`config.mk`:
```
export PLATFORM = sky130hd
export DESIGN_NAME = sorted_priority_table_flat
export DESIGN_NICKNAME = d
export VERILOG_FILES = /design/src/sv/spt_pkg.sv /design/src/sv/spt_if.sv /design/src/sv/sorted_priority_table.sv /design/src/sv/spt_cell.sv /design/src/flat_wrapper.sv
export VERILOG_INCLUDE_DIRS = /design/src /design/src/sv
export SDC_FILE = /design/constraint.sdc
export NUM_CORES = 2
export LEC_CHECK = 0
export BUFFER_PORTS_ARGS = -buffer_cell sky130_fd_sc_hd__buf_2
export CORE_MARGIN = 5
export CORE_UTILIZATION = 35
export DETAILED_ROUTE_END_ITERATION = 12
export PLACE_DENSITY = 0.5
export SYNTH_ARGS = -nofsm -noshare
export SYNTH_HDL_FRONTEND = slang
export SYNTH_SLANG_ARGS = --single-unit
```
`constraint.sdc`:
```
create_clock -name i_clk -period 8.3 [get_ports i_clk]
set_input_delay 0.415 -clock i_clk [delete_from_list [all_inputs] [get_ports i_clk]]
set_output_delay 0.415 -clock i_clk [all_outputs]
set_load 0.03 [all_outputs]
```
`src/sv/sorted_priority_table_assert.svh`:
```
// assertion macros for the sorted priority table
// no dependencies; taken in by the modules that check their own logic
`ifndef SORTED_PRIORITY_TABLE_ASSERT_SVH
`define SORTED_PRIORITY_TABLE_ASSERT_SVH

// same-cycle implication
`define SPT_ASSERT_IMP(lbl, clk, rst_n, ante, cons) \
    lbl: assert property (@(posedge clk) disable iff (!rst_n) (ante) |-> (cons)) \
        else $error("assertion failed");

// next-cycle implication
`define SPT_ASSERT_NXT(lbl, clk, rst_n, ante, cons) \
    lbl: assert property (@(posedge clk) disable iff (!rst_n) (ante) |=> (cons)) \
        else $error("assertion failed");

`endif

```
`src/sv/spt_pkg.sv`:
```
// shared types and constants of the sorted priority table
// no dependencies
`default_nettype none
package spt_pkg;
    localparam int KEY_BITS        = 8;
    localparam int LEVEL_BITS      = 8;
    localparam int REQ_BITS        = 16;
    localparam int COUNT_BITS      = 5;
    localparam int DEPTH_DEF       = 16;
    localparam int PRIO_BITS_DEF   = 16;
    localparam int APB_AW          = 3;
    localparam int APB_DW          = 32;

    typedef enum logic [2:0] {
        OP_ADD       = 3'd0,
        OP_REMOVE    = 3'd1,
        OP_SET_PRIO  = 3'd2,
        OP_TO_TOP    = 3'd3,
        OP_PRESET    = 3'd4,
        OP_AIMED     = 3'd5,
        OP_CLEAR     = 3'd6,
        OP_UNUSED    = 3'd7
    } t_op;

    typedef enum logic [1:0] {
        MODE_HOLD   = 2'd0,
        MODE_REMOVE = 2'd1,
        MODE_INSERT = 2'd2
    } t_mode;

    typedef struct packed {
        logic                loc;
        t_mode               mode;
        logic                any;
        logic [KEY_BITS-1:0] key;
    } t_cell_ctrl;
endpackage
`default_nettype wire

```
`src/sv/spt_if.sv`:
```
// input and result channels of the sorted priority table
// depends on spt_pkg
`default_nettype none
interface spt_in_if;
    import spt_pkg::*;
    logic                  valid;
    logic                  ready;
    logic [2:0]            operation;
    logic [KEY_BITS-1:0]   key;
    logic [REQ_BITS-1:0]   priority_req;
    logic [LEVEL_BITS-1:0] level;
    logic                  target_present;
    modport source (output valid, operation, key, priority_req, level, target_present,
                    input ready);
    modport sink   (input valid, operation, key, priority_req, level, target_present,
                    output ready);
endinterface

interface spt_out_if;
    import spt_pkg::*;
    logic                  valid;
    logic                  ready;
    logic                  ok;
    logic                  head_present;
    logic [KEY_BITS-1:0]   head_key;
    logic [REQ_BITS-1:0]   head_priority;
    logic [COUNT_BITS-1:0] entry_count;
    logic [REQ_BITS-1:0]   key_priority;
    logic                  aimed_present;
    logic [KEY_BITS-1:0]   aimed_key;
    logic                  preset_present;
    logic [KEY_BITS-1:0]   preset_key;
    logic                  fight_ended;
    modport source (output valid, ok, head_present, head_key, head_priority, entry_count,
                    key_priority, aimed_present, aimed_key, preset_present, preset_key,
                    fight_ended, input ready);
    modport sink   (input valid, ok, head_present, head_key, head_priority, entry_count,
                    key_priority, aimed_present, aimed_key, preset_present, preset_key,
                    fight_ended, output ready);
endinterface
`default_nettype wire

```
`src/sv/sorted_priority_table.sv`:
```
// top level of the sorted priority table: control, targets, config port
// depends on spt_pkg, spt_if, spt_cell and sorted_priority_table_assert.svh
//
// usage
//   i_in carries one operation per beat (add, remove, set priority, move to
//   top, set preset or aimed target, clear); o_out returns one result beat
//   for each, with the head, count, the key's priority and both targets after
//   the operation. own_level is written over the apb port at byte address 0;
//   the user must write it only while idle, which the block does not enforce.
// timing
//   the table is a row of slot cells. a beat is taken in ST_IDLE, the
//   cells compare the key in ST_LOC, then all cells shift in parallel in
//   ST_UPD, then ST_OUT registers the result. one beat is in work at a time.
//   the result register lets the next beat be taken while a result waits;
//   a stalled receiver holds the block before its result stage.
// reset
//   synchronous active-low reset empties the table, clears both targets
//   and own_level; slot contents are not cleared.
`default_nettype none
module sorted_priority_table #(
    parameter int TABLE_DEPTH   = spt_pkg::DEPTH_DEF,
    parameter int PRIORITY_BITS = spt_pkg::PRIO_BITS_DEF
) (
    input  logic                       i_clk,
    input  logic                       i_rst_n,
    spt_in_if.sink                     i_in,
    spt_out_if.source                  o_out,
    input  logic                       psel,
    input  logic                       penable,
    input  logic                       pwrite,
    input  logic [spt_pkg::APB_AW-1:0] paddr,
    input  logic [spt_pkg::APB_DW-1:0] pwdata,
    output logic [spt_pkg::APB_DW-1:0] prdata,
    output logic                       pready
);
    import spt_pkg::*;
    `include "sorted_priority_table_assert.svh"

    localparam int CW = $clog2(TABLE_DEPTH + 1);
    localparam int PB = PRIORITY_BITS;
    localparam logic [PB-1:0] PMAX = '1;
    localparam logic [CW-1:0] FULL = CW'(TABLE_DEPTH);
    localparam logic [CW-1:0] ONE  = CW'(1);

    typedef enum logic [3:0] {
        ST_IDLE = 4'b0001,
        ST_LOC  = 4'b0010,
        ST_UPD  = 4'b0100,
        ST_OUT  = 4'b1000
    } t_state;

    t_state                r_state, n_state;
    t_op                   r_op;
    logic [KEY_BITS-1:0]   r_key;
    logic [PB-1:0]         r_preq;
    logic [LEVEL_BITS-1:0] r_level;
    logic                  r_tp;
    logic [PB-1:0]         r_np;
    logic [CW-1:0]         r_count;
    logic                  r_aimed_v, r_preset_v;
    logic [KEY_BITS-1:0]   r_aimed, r_preset;
    logic [LEVEL_BITS-1:0] r_own;
    logic                  r_ok, r_ended;
    logic [PB-1:0]         r_kp;
    logic                  r_ovalid;

    t_cell_ctrl            ctrl;
    logic                  any, ok;
    logic [PB-1:0]         kp;
    logic [LEVEL_BITS-1:0] absdiff;

    logic [KEY_BITS-1:0] c_key   [TABLE_DEPTH];
    logic [PB-1:0]       c_prio  [TABLE_DEPTH];
    logic                c_match [TABLE_DEPTH];
    logic                c_pb    [TABLE_DEPTH];
    logic                c_after [TABLE_DEPTH];
    logic [PB-1:0]       c_acc   [TABLE_DEPTH];

    genvar g;
    generate
        for (g = 0; g < TABLE_DEPTH; g++) begin : g_cell
            logic [KEY_BITS-1:0] pk, nk;
            logic [PB-1:0]       pp, np_, ac;
            logic                ppb, npb, af;
            if (g == 0) begin : g_first
                assign pk  = '0;
                assign pp  = '0;
                assign ppb = 1'b1;
            end else begin : g_mid
                assign pk  = c_key[g-1];
                assign pp  = c_prio[g-1];
                assign ppb = c_pb[g-1];
            end
            if (g == TABLE_DEPTH - 1) begin : g_last
                assign nk  = '0;
                assign np_ = '0;
                assign npb = 1'b0;
                assign af  = 1'b0;
                assign ac  = '0;
            end else begin : g_inner
                assign nk  = c_key[g+1];
                assign np_ = c_prio[g+1];
                assign npb = c_pb[g+1];
                assign af  = c_after[g+1];
                assign ac  = c_acc[g+1];
            end
            spt_cell #(.PRIO_BITS(PB)) u_cell (
                .i_clk       (i_clk),
                .i_rst_n     (i_rst_n),
                .i_ctrl      (ctrl),
                .i_new_prio  (r_np),
                .i_occ       (r_count > CW'(g)),
                .i_prev_key  (pk),
                .i_prev_prio (pp),
                .i_prev_pb   (ppb),
                .i_next_key  (nk),
                .i_next_prio (np_),
                .i_next_pb   (npb),
                .i_after     (af),
                .i_acc       (ac),
                .o_key       (c_key[g]),
                .o_prio      (c_prio[g]),
                .o_match     (c_match[g]),
                .o_pb        (c_pb[g]),
                .o_after     (c_after[g]),
                .o_acc       (c_acc[g])
            );
        end
    endgenerate

    assign any     = c_after[0];
    assign absdiff = (r_level > r_own) ? (r_level - r_own) : (r_own - r_level);

    always_comb begin
        ok = 1'b0;
        kp = any ? c_acc[0] : '0;
        case (r_op)
            OP_ADD: begin
                ok = !any && (r_count < FULL);
                if (ok) kp = r_np;
            end
            OP_REMOVE: begin
                ok = any;
                kp = '0;
            end
            OP_SET_PRIO: begin
                ok = any;
                if (ok) kp = r_np;
            end
            OP_TO_TOP: begin
                ok = any && !c_match[0];
                if (ok) kp = r_np;
            end
            OP_PRESET, OP_AIMED: ok = 1'b1;
            OP_CLEAR: begin
                ok = 1'b1;
                kp = '0;
            end
            default: ok = 1'b0;
        endcase
    end

    always_comb begin
        ctrl.loc  = (r_state == ST_LOC);
        ctrl.any  = any;
        ctrl.key  = r_key;
        ctrl.mode = MODE_HOLD;
        if (r_state == ST_UPD && ok) begin
            case (r_op)
                OP_REMOVE:                     ctrl.mode = MODE_REMOVE;
                OP_ADD, OP_SET_PRIO, OP_TO_TOP: ctrl.mode = MODE_INSERT;
                default:                       ctrl.mode = MODE_HOLD;
            endcase
        end
    end

    always_comb begin
        n_state = r_state;
        case (r_state)
            ST_IDLE: if (i_in.valid) n_state = ST_LOC;
            ST_LOC:  n_state = ST_UPD;
            ST_UPD:  n_state = ST_OUT;
            ST_OUT:  if (!r_ovalid || o_out.ready) n_state = ST_IDLE;
            default: n_state = ST_IDLE;
        endcase
    end

    assign i_in.ready = (r_state == ST_IDLE);

    always_ff @(posedge i_clk) begin
        if (!i_rst_n) begin
            r_state    <= ST_IDLE;
            r_count    <= '0;
            r_aimed_v  <= 1'b0;
            r_aimed    <= '0;
            r_preset_v <= 1'b0;
            r_preset   <= '0;
            r_own      <= '0;
            r_ovalid   <= 1'b0;
        end else begin
            r_state <= n_state;
            if (psel && penable && pwrite && paddr[2] == 1'b0) begin
                r_own <= pwdata[LEVEL_BITS-1:0];
            end
            if (r_state == ST_UPD && ok) begin
                case (r_op)
                    OP_ADD:    r_count <= r_count + ONE;
                    OP_REMOVE: begin
                        r_count <= r_count - ONE;
                        if (r_aimed_v && r_aimed == r_key) begin
                            r_aimed_v <= 1'b0;
                            r_aimed   <= '0;
                        end
                        if (r_preset_v && r_preset == r_key) begin
                            r_preset_v <= 1'b0;
                            r_preset   <= '0;
                        end
                    end
                    OP_PRESET: begin
                        r_preset_v <= r_tp;
                        r_preset   <= r_tp ? r_key : '0;
                    end
                    OP_AIMED: begin
                        r_aimed_v <= r_tp;
                        r_aimed   <= r_tp ? r_key : '0;
                    end
                    OP_CLEAR: begin
                        r_count    <= '0;
                        r_aimed_v  <= 1'b0;
                        r_aimed    <= '0;
                        r_preset_v <= 1'b0;
                        r_preset   <= '0;
                    end
                    default: begin
                    end
                endcase
            end
            if (r_state == ST_OUT && (!r_ovalid || o_out.ready)) begin
                r_ovalid <= 1'b1;
            end else if (o_out.ready) begin
                r_ovalid <= 1'b0;
            end
        end
    end

    // payload registers
    always_ff @(posedge i_clk) begin
        if (i_in.valid && i_in.ready) begin
            r_op    <= t_op'(i_in.operation);
            r_key   <= i_in.key;
            r_preq  <= PB'(i_in.priority_req);
            r_level <= i_in.level;
            r_tp    <= i_in.target_present;
        end
        if (r_state == ST_LOC) begin
            case (r_op)
                OP_ADD:    r_np <= (r_preq != '0) ? r_preq : PB'(absdiff);
                OP_TO_TOP: r_np <= (c_prio[0] == PMAX) ? PMAX : c_prio[0] + PB'(1);
                default:   r_np <= r_preq;
            endcase
        end
        if (r_state == ST_UPD) begin
            r_ok    <= ok;
            r_ended <= ok && (r_op == OP_REMOVE) && (r_count == ONE);
            r_kp    <= kp;
        end
        if (r_state == ST_OUT && (!r_ovalid || o_out.ready)) begin
            o_out.ok             <= r_ok;
            o_out.head_present   <= (r_count != '0);
            o_out.head_key       <= (r_count != '0) ? c_key[0] : '0;
            o_out.head_priority  <= (r_count != '0) ? REQ_BITS'(c_prio[0]) : '0;
            o_out.entry_count    <= COUNT_BITS'(r_count);
            o_out.key_priority   <= REQ_BITS'(r_kp);
            o_out.aimed_present  <= r_aimed_v;
            o_out.aimed_key      <= r_aimed;
            o_out.preset_present <= r_preset_v;
            o_out.preset_key     <= r_preset;
            o_out.fight_ended    <= r_ended;
        end
    end

    assign o_out.valid = r_ovalid;
    assign pready      = 1'b1;
    assign prdata      = (paddr[2] == 1'b0) ? APB_DW'(r_own) : '0;

    `SPT_ASSERT_IMP(a_count_bound, i_clk, i_rst_n, 1'b1, r_count <= FULL)
    `SPT_ASSERT_IMP(a_ended_empty, i_clk, i_rst_n, o_out.valid && o_out.fight_ended,
        o_out.entry_count == '0 && !o_out.head_present)
    `SPT_ASSERT_NXT(a_upd_to_out, i_clk, i_rst_n, r_state == ST_UPD, r_state == ST_OUT)
    `SPT_ASSERT_IMP(a_add_room, i_clk, i_rst_n,
        r_state == ST_UPD && ok && r_op == OP_ADD, r_count < FULL)
endmodule
`default_nettype wire

```
`src/sv/spt_cell.sv`:
```
// one slot of the sorted table: key match, insert position and shift
// depends on spt_pkg
`default_nettype none
module spt_cell #(
    parameter int PRIO_BITS = spt_pkg::PRIO_BITS_DEF
) (
    input  logic                         i_clk,
    input  logic                         i_rst_n,
    input  spt_pkg::t_cell_ctrl          i_ctrl,
    input  logic [PRIO_BITS-1:0]         i_new_prio,
    input  logic                         i_occ,
    input  logic [spt_pkg::KEY_BITS-1:0] i_prev_key,
    input  logic [PRIO_BITS-1:0]         i_prev_prio,
    input  logic                         i_prev_pb,
    input  logic [spt_pkg::KEY_BITS-1:0] i_next_key,
    input  logic [PRIO_BITS-1:0]         i_next_prio,
    input  logic                         i_next_pb,
    input  logic                         i_after,
    input  logic [PRIO_BITS-1:0]         i_acc,
    output logic [spt_pkg::KEY_BITS-1:0] o_key,
    output logic [PRIO_BITS-1:0]         o_prio,
    output logic                         o_match,
    output logic                         o_pb,
    output logic                         o_after,
    output logic [PRIO_BITS-1:0]         o_acc
);
    import spt_pkg::*;

    logic [KEY_BITS-1:0]  r_key, n_key;
    logic [PRIO_BITS-1:0] r_prio, n_prio;
    logic                 r_m;
    logic                 stays_ahead, pb, region_a;

    always_ff @(posedge i_clk) begin
        if (!i_rst_n) begin
            r_m <= 1'b0;
        end else if (i_ctrl.loc) begin
            r_m <= i_occ && (r_key == i_ctrl.key);
        end
        r_key  <= n_key;
        r_prio <= n_prio;
    end

    always_comb begin
        // entry stays ahead of the moved one: higher, or equal and older
        stays_ahead = i_occ && !r_m && ((r_prio > i_new_prio) ||
                      ((r_prio == i_new_prio) && (i_ctrl.any ? i_after : 1'b1)));
        // matched slot reports whether everything above it stays ahead
        pb       = r_m ? i_prev_pb : stays_ahead;
        region_a = !i_ctrl.any || i_after || (r_m && !pb);
        n_key    = r_key;
        n_prio   = r_prio;
        case (i_ctrl.mode)
            MODE_REMOVE: begin
                if (!i_after) begin
                    n_key  = i_next_key;
                    n_prio = i_next_prio;
                end
            end
            MODE_INSERT: begin
                if (region_a) begin
                    if (!pb && i_prev_pb) begin
                        n_key  = i_ctrl.key;
                        n_prio = i_new_prio;
                    end else if (!pb) begin
                        n_key  = i_prev_key;
                        n_prio = i_prev_prio;
                    end
                end else begin
                    if (i_next_pb) begin
                        n_key  = i_next_key;
                        n_prio = i_next_prio;
                    end else if (pb) begin
                        n_key  = i_ctrl.key;
                        n_prio = i_new_prio;
                    end
                end
            end
            default: begin
            end
        endcase
    end

    assign o_key   = r_key;
    assign o_prio  = r_prio;
    assign o_match = r_m;
    assign o_pb    = pb;
    assign o_after = r_m | i_after;
    assign o_acc   = i_acc | (r_m ? r_prio : '0);
endmodule
`default_nettype wire

```
`src/flat_wrapper.sv`:
```
// flat-port wrapper written by rule: the top's interface ports become plain ports
module sorted_priority_table_flat import spt_pkg::*;
#(
    parameter int TABLE_DEPTH   = spt_pkg::DEPTH_DEF,
    parameter int PRIORITY_BITS = spt_pkg::PRIO_BITS_DEF
)
  (i_clk, i_rst_n, psel, penable, pwrite, paddr, pwdata, prdata, pready, i_in_valid, i_in_operation, i_in_key, i_in_priority_req, i_in_level, i_in_target_present, i_in_ready, o_out_valid, o_out_ok, o_out_head_present, o_out_head_key, o_out_head_priority, o_out_entry_count, o_out_key_priority, o_out_aimed_present, o_out_aimed_key, o_out_preset_present, o_out_preset_key, o_out_fight_ended, o_out_ready);
  spt_in_if i_in_i ();
  spt_out_if o_out_i ();
  input  logic i_clk;
  input  logic i_rst_n;
  input  logic psel;
  input  logic penable;
  input  logic pwrite;
  input  logic [spt_pkg::APB_AW-1:0] paddr;
  input  logic [spt_pkg::APB_DW-1:0] pwdata;
  output logic [spt_pkg::APB_DW-1:0] prdata;
  output logic pready;
  input wire logic [$bits(i_in_i.valid)-1:0] i_in_valid;
  input wire logic [$bits(i_in_i.operation)-1:0] i_in_operation;
  input wire logic [$bits(i_in_i.key)-1:0] i_in_key;
  input wire logic [$bits(i_in_i.priority_req)-1:0] i_in_priority_req;
  input wire logic [$bits(i_in_i.level)-1:0] i_in_level;
  input wire logic [$bits(i_in_i.target_present)-1:0] i_in_target_present;
  output wire logic [$bits(i_in_i.ready)-1:0] i_in_ready;
  output wire logic [$bits(o_out_i.valid)-1:0] o_out_valid;
  output wire logic [$bits(o_out_i.ok)-1:0] o_out_ok;
  output wire logic [$bits(o_out_i.head_present)-1:0] o_out_head_present;
  output wire logic [$bits(o_out_i.head_key)-1:0] o_out_head_key;
  output wire logic [$bits(o_out_i.head_priority)-1:0] o_out_head_priority;
  output wire logic [$bits(o_out_i.entry_count)-1:0] o_out_entry_count;
  output wire logic [$bits(o_out_i.key_priority)-1:0] o_out_key_priority;
  output wire logic [$bits(o_out_i.aimed_present)-1:0] o_out_aimed_present;
  output wire logic [$bits(o_out_i.aimed_key)-1:0] o_out_aimed_key;
  output wire logic [$bits(o_out_i.preset_present)-1:0] o_out_preset_present;
  output wire logic [$bits(o_out_i.preset_key)-1:0] o_out_preset_key;
  output wire logic [$bits(o_out_i.fight_ended)-1:0] o_out_fight_ended;
  input wire logic [$bits(o_out_i.ready)-1:0] o_out_ready;
  assign i_in_i.valid = i_in_valid;
  assign i_in_i.operation = i_in_operation;
  assign i_in_i.key = i_in_key;
  assign i_in_i.priority_req = i_in_priority_req;
  assign i_in_i.level = i_in_level;
  assign i_in_i.target_present = i_in_target_present;
  assign i_in_ready = i_in_i.ready;
  assign o_out_valid = o_out_i.valid;
  assign o_out_ok = o_out_i.ok;
  assign o_out_head_present = o_out_i.head_present;
  assign o_out_head_key = o_out_i.head_key;
  assign o_out_head_priority = o_out_i.head_priority;
  assign o_out_entry_count = o_out_i.entry_count;
  assign o_out_key_priority = o_out_i.key_priority;
  assign o_out_aimed_present = o_out_i.aimed_present;
  assign o_out_aimed_key = o_out_i.aimed_key;
  assign o_out_preset_present = o_out_i.preset_present;
  assign o_out_preset_key = o_out_i.preset_key;
  assign o_out_fight_ended = o_out_i.fight_ended;
  assign o_out_i.ready = o_out_ready;
  sorted_priority_table #(.TABLE_DEPTH(TABLE_DEPTH), .PRIORITY_BITS(PRIORITY_BITS)) u_core (.i_clk(i_clk), .i_rst_n(i_rst_n), .i_in(i_in_i), .o_out(o_out_i), .psel(psel), .penable(penable), .pwrite(pwrite), .paddr(paddr), .pwdata(pwdata), .prdata(prdata), .pready(pready));
endmodule
```
Word-level counts from Yosys, hierarchy flattened:

Index checks and enable logic that the tools add are counted.

* order comparisons: 34
* bitwise logic cells: 31
* shifts and indexed selects: 0
* multiplexer cells: 294
* multiply operators: 0
* equality and inequality tests: 99
* $add $sub $neg: 5
* div/mod/pow operators: 0
* reductions and logical operators: 221

Operator list (number)
* $mux 16: 115
* $mux 8: 98
* $pmux 16 s2: 17
* $eq 16x16->1: 16
* $gt 16x16->1: 16
* $pmux 8 s2: 16
* $or 16x16->16: 15
* $eq 8x8->1: 18
* $ne 4x4->1 const B: 29
* $logic_and 1x1->1: 107
* $pmux 16 s4: 1
* $reduce_and 4->1: 15
* $logic_or 1x1->1: 48
* $pmux 8 s3: 2
* $gt 5x4->1 const B: 8
* $mux 1: 36
* $logic_not 1->1: 34
* $ne 2x2->1 const B: 17
* $gt 5x3->1 const B: 4
* $add 16x1->16 const B: 1
* $eq 16x16->1 const B: 1
* $pmux 4 s4: 1
* $reduce_bool 16->1: 1
* $sub 8x8->8: 2
* 36 further kinds: 66

* register bits: 572
* RAM bits: 0
* memories: 0
* memory bits (read-only): 0
* bits in latches: 0
* logic and storage cells: 760

Depth between registers and ports, before layout:

* word-level depth: 40
* mapped depth: 19
* mapped depth without buffers: 15

Hierarchy:

From an unflattened synthesis, not the netlist that was laid out.

* cells, all modules: 3924
* area total of the unflattened synthesis: 42136.7 µm²

Modules (own cells, without submodules)
* spt_cell at u_core.g_cell[2].u_cell ...: seq. area each 740.7 µm², area each 2273.4 µm², times used 8, cells an instance 219
* spt_cell at u_core.g_cell[0].u_cell ...: seq. area each 740.7 µm², area each 1991.9 µm², times used 8, cells an instance 188
* sorted_priority_table: seq. area each 4804.6 µm², area each 8013.9 µm², times used 1, cells an instance 668

Worst setup path after synthesis:

OpenSTA, ideal clock, no wires.

* path type: flip-flop to flip-flop
* from: register u_core.r_state[3]
* to: register u_core.g_cell[9].u_cell.r_key[0] (enable)
* setup slack: 1.301 ns
* clock period less this slack: 6.999 ns
* setup time: 0.446 ns
* cell stages (with the launch flop): 12
* arrival: 6.553 ns
* data required time: 7.854 ns
* cell sequence: dfxtp_1 -> nor4b_1 -> nand2_1 -> nor2_1 -> inv_1 -> ha_1 -> inv_1 -> clkbuf_1 -> clkbuf_1 -> clkbuf_1 -> nor2_1 -> a221oi_1

* cells in the longest elaborated chain, start to end: 6
* elaborated cells between the ends (all ways): 10
* those cells by class: eq/ne: 6; mux: 1; reduce/logical: 3

Ends and longest elaborated chain
* start: declaration: RTL line sorted_priority_table.sv:52 `t_state r_state, n_state;`
* start signal: assignment: RTL line sorted_priority_table.sv:201 `r_state <= n_state;`
* $eq 4x3->1 *: RTL line sorted_priority_table.sv:168 `if (r_state == ST_UPD && ok) begin`
* $logic_and 1x1->1 *: RTL line sorted_priority_table.sv:168
* $mux 2 *: RTL line sorted_priority_table.sv:168
* $eq 2x2->1 / $eq 2x1->1 (equally long branches): RTL line spt_cell.sv:53 `case (i_ctrl.mode)`
* $ne 4x4->1 (no source line) (tied with other cells)
* $reduce_and 4->1 (no source line) *
* end signal: assignment: RTL line spt_cell.sv:40 `r_key <= n_key;`
* end: declaration: RTL line spt_cell.sv:29 `logic [KEY_BITS-1:0] r_key, n_key;`

Every way passes the cells marked *; elsewhere a longest branch is shown, timed or not.
A chain may end at the register's enable or synchronous reset.

Final worst setup path:

* from: register u_core.r_np[4]
* to: register u_core.g_cell[11].u_cell.r_prio[4] (enable)

* cells in the longest elaborated chain, start to end: 21
* elaborated cells between the ends (all ways): 85
* those cells by class: order compare: 13; eq/ne: 15; mux: 13; reduce/logical: 44

Ends and longest elaborated chain
* start: declaration: RTL line sorted_priority_table.sv:58 `logic [PB-1:0] r_np;`
* start signal: assignment: RTL line sorted_priority_table.sv:257 `OP_ADD: r_np <= (r_preq != '0) ? r_preq : PB'(absdiff);`
* start signal: assignment: RTL line sorted_priority_table.sv:258 `OP_TO_TOP: r_np <= (c_prio[0] == PMAX) ? PMAX : c_prio[0] + PB'(1);`
* start signal: assignment: RTL line sorted_priority_table.sv:259 `default: r_np <= r_preq;`
* parallel branches: the longest is 20 deep, another holds $gt 16x16->1
* $reduce_and 4->1 (no source line) *
* end signal: assignment: RTL line spt_cell.sv:41 `r_prio <= n_prio;`
* end: declaration: RTL line spt_cell.sv:30 `logic [PRIO_BITS-1:0] r_prio, n_prio;`

Mark *: on every way between the ends.

==> flow_summary.toml <==
[setup_path]
cp_cell_sequence = "inv_1, ha_1, nand4_1, nor4_1, a211o_1, a211oi_2, o31ai_4, a2111oi_4, a211oi_4, o21ai_2, a311oi_4, buf_4, mux2_2, o21a_1, buf_4"
path_common_cell = "buf_4"
slowest_delay_ns = 0.78
critPathCaptureType = "flip-flop"
crit_arrival_ns = 6.71
crit_slowest_cell = "nor4_1"
start_kind = "flip-flop"
path_class = "flip-flop to flip-flop"
cp_max_fo = 26
required_ns = 8.63

[synth]
synth_ff_type = "edfxtp_1"
yosys-top-cells-area = "edfxtp_1 (42%), ha_1 (9.3%), a21oi_1 (3.1%)"
synth_cell_types = 102
synthAdderAreaFrac = 0.0943
synth_compound_area_frac = 0.230
synthMuxAreaShare = 0.0155
synthSimpleGateAreaFrac = 0.119
synth_edf_count = 520
seq_area_frac_synth = 0.443
ys_warn_count = 0
synth-xor-area-share = 0.0378
synth_top_family_by_area = "compound AO/OA/AOI/OAI gates"
syn_area_sq_mm = 0.0376
synth_area_leader_cell = "edfxtp_1"
synth_common_cells = "edfxtp_1 (520), ha_1 (280), inv_1 (271)"
synth.top_cell.area_share = 0.416
synth-async-reset-ratio = 0
ys_seq_elements = 572
syn_inst = 3702
avgSynthCellArea_sq_um = 10.1
synth_most_common_cell = "edfxtp_1"

[timing]
tightestPinTransition_ns = 1.20
hold_viol = 0
fmaxAchievable_ghz = 0.157
fin_ws_ns = 1.92
min_period_ns = 6.38
report.final.slew_viol_count = 0
setup_violations = 0
fin_crit_sh = 0.769
timing.hold.ws_ns = 0.124
fin_setup_tns_ns = 0
rsz0062_at_grt = "false"
clock_skew_ns = 0.0384
maxSlewHeadroom = 0.198

[global_routing]
grt_pass1_vias = 31200
grt_max_degree = 173
grt_usage = 0.254
antenna_found_initial = 2
grt_pass1_wl_um = 215000
grt.overflow.total = 0

[flow_run]
maxCapViolCount = 0

[cells_and_area]
drive_above_1_share = 0.129
fin_area_sq_mm = 0.0428
nFillCells = 10500
final_nets = 4169
post-route-util = 0.401
syn2layout_area_growth_pct = 14.0

[clocking]
cts_buffer_depth = 3
htree_levels = 3
cts_sinks = 572
cts_tree = "built"
cts.root.buffer_cell = "clkbuf_16"
cts_resized = 0
cts_buffers = 74
insertion_delay_ns = 0.66
path_clk_slew_ns = 0.06

[die]
initial_core_util = 0.351
fp.dieW_um = 338
rows = 120
io_pins = 179
die_area_sq_mm = 0.114
dieHeight_um = 338
core_area_sq_mm = 0.107

[route]
drt_iter0_drc = 3765
drt_first_pass_iters = 9
drc = 0
via_per_inst = 6.13
vias = 32300
avgRoutedWirePerCell_um = 28.4
antenna_left = 0
drt-total-wl_um = 150000

[power]
ir_drop_v = 0.000151
pwr_density_cell_mw_per_mm2 = 156
p_leak_nw = 16.0

[place]
gp_congestion = 0.967
dp_slack_ns = 2.06
place_hpwl_um = 116000
numPortBuffers = 127
placed_area_sq_mm = 0.0400

[hold_path]
worstHoldPathType = "primary input to flip-flop"

[status]
status = "finished clean"
-- sequential cells by signal, indices dropped and copies added (netlist names), 3 cells and up --
register / cells
u_core.o_out.entry_count: 5
u_core.r_own: 8
u_core.r_level: 8
u_core.o_out.head_key: 8
u_core.o_out.aimed_key: 8
u_core.o_out.head_priority: 16
u_core.r_aimed: 8
u_core.r_preset: 8
u_core.r_state: 4
u_core.g_cell.u_cell.o_match: 16
u_core.o_out.key_priority: 16
u_core.r_preq: 16
u_core.r_count: 5
u_core.g_cell.u_cell.o_key: 128
u_core.g_cell.u_cell.o_prio: 256
u_core.r_np: 16
u_core.r_key: 8
u_core.o_out.preset_key: 8
u_core.r_kp: 16
u_core.r_op: 3
-- worst max-delay path, delay by kind of cell, from the launching register on --
family / cells / cell delay [ns]
AO/OA/AOI/OAI: 8 / 2.37
adder cells (fa/ha/maj): 1 / 0.46
buffers and inverters: 3 / 1.23
flip-flops: 1 / 0.77
multiplexers: 1 / 0.22
AND/OR/NAND/NOR: 2 / 0.98
-- timing repair --
action                                  in CTS  in global routing
endpoints found under the setup margin       0                  0
hold buffers                                45                  0
setup buffers                                0                  0
endpoints found under the hold margin       45                  0
-- area by class of cell --
| type | instances | area [sq um] | share of cell area |
|---|---|---|---|
| Antenna cell | 1 | 2.50 | 0.0000584 |
| Clock buffer | 105 | 2110 | 0.0494 |
| Clock inverter | 28 | 225 | 0.00526 |
| Inverter | 272 | 1020 | 0.0239 |
| Multi-Input combinational cell | 2608 | 19100 | 0.447 |
| Sequential cell | 572 | 16700 | 0.389 |
| Tap cell | 1403 | 1760 | 0.0410 |
| Timing Repair Buffer | 281 | 1920 | 0.0448 |
-- logic make-up after synthesis --
group	after synthesis
buffers and inverters	545
other	2
DFF	572
muxes	57
xor gates and xnor gates	162
and+or+nand+nor	891
adders and majority gates	282
AOI/OAI and AO/OA	1191
-- final timing paths --
path | startpoint | to | slack, ns | depth (start not counted)
hold / removal | o_out_ready | u_core.o_out.valid | 0.12 | 3
hold reg to reg | u_core.r_kp[14] | u_core.o_out.key_priority[14] | 0.41 | 0
setup / recovery | u_core.r_np[4] | u_core.g_cell[11].u_cell.o_prio[4] | 1.92 | 15
setup reg to reg | u_core.r_np[4] | u_core.g_cell[11].u_cell.o_prio[4] | 1.92 | 15
-- through the flow --
stage	instances	power (mW)
finish	5270	6.69
CTS	5269	6.76
global route	5269	6.90
detailed placement	5091	3.55
floorplan	3725	3.44
global placement	5091	3.54
-- metal layers --
metal	GRT usage	part of all wire
met5	0	0
met4	0.0733	0.028
met3	0.0582	0.095
met2	0.412	0.46
met1	0.342	0.42
-- power by group --
group          internal, mW  switching (mW)  total, mW
clock                  1.84            1.35       3.19
combinational         0.129           0.227      0.356
sequential             3.13          0.0199       3.15
total                  5.10            1.60       6.69
-- layout by cell type, fill, tap and decap left out, drive strengths merged, types with 15 or more instances in the layout --
master,count
a211oi,30
a21boi,38
a21o,59
a21oi,239
a221o,35
a221oi,71
a222oi,61
a22oi,130
and2,33
and3,16
buf,236
clkbuf,105
clkinv,25
conb,25
dfxtp,52
dlygate4sd3,45
edfxtp,520
ha,280
inv,272
mux2i,51
nand2,228
nand3,94
nand4,114
nor2,195
nor2b,58
nor3,29
nor4,69
o21a,28
o21ai,192
o221a,52
o221ai,31
o22ai,119
or3,15
xnor2,116
xor2,46
No activity file was read; power rests on OpenSTA's default activity.
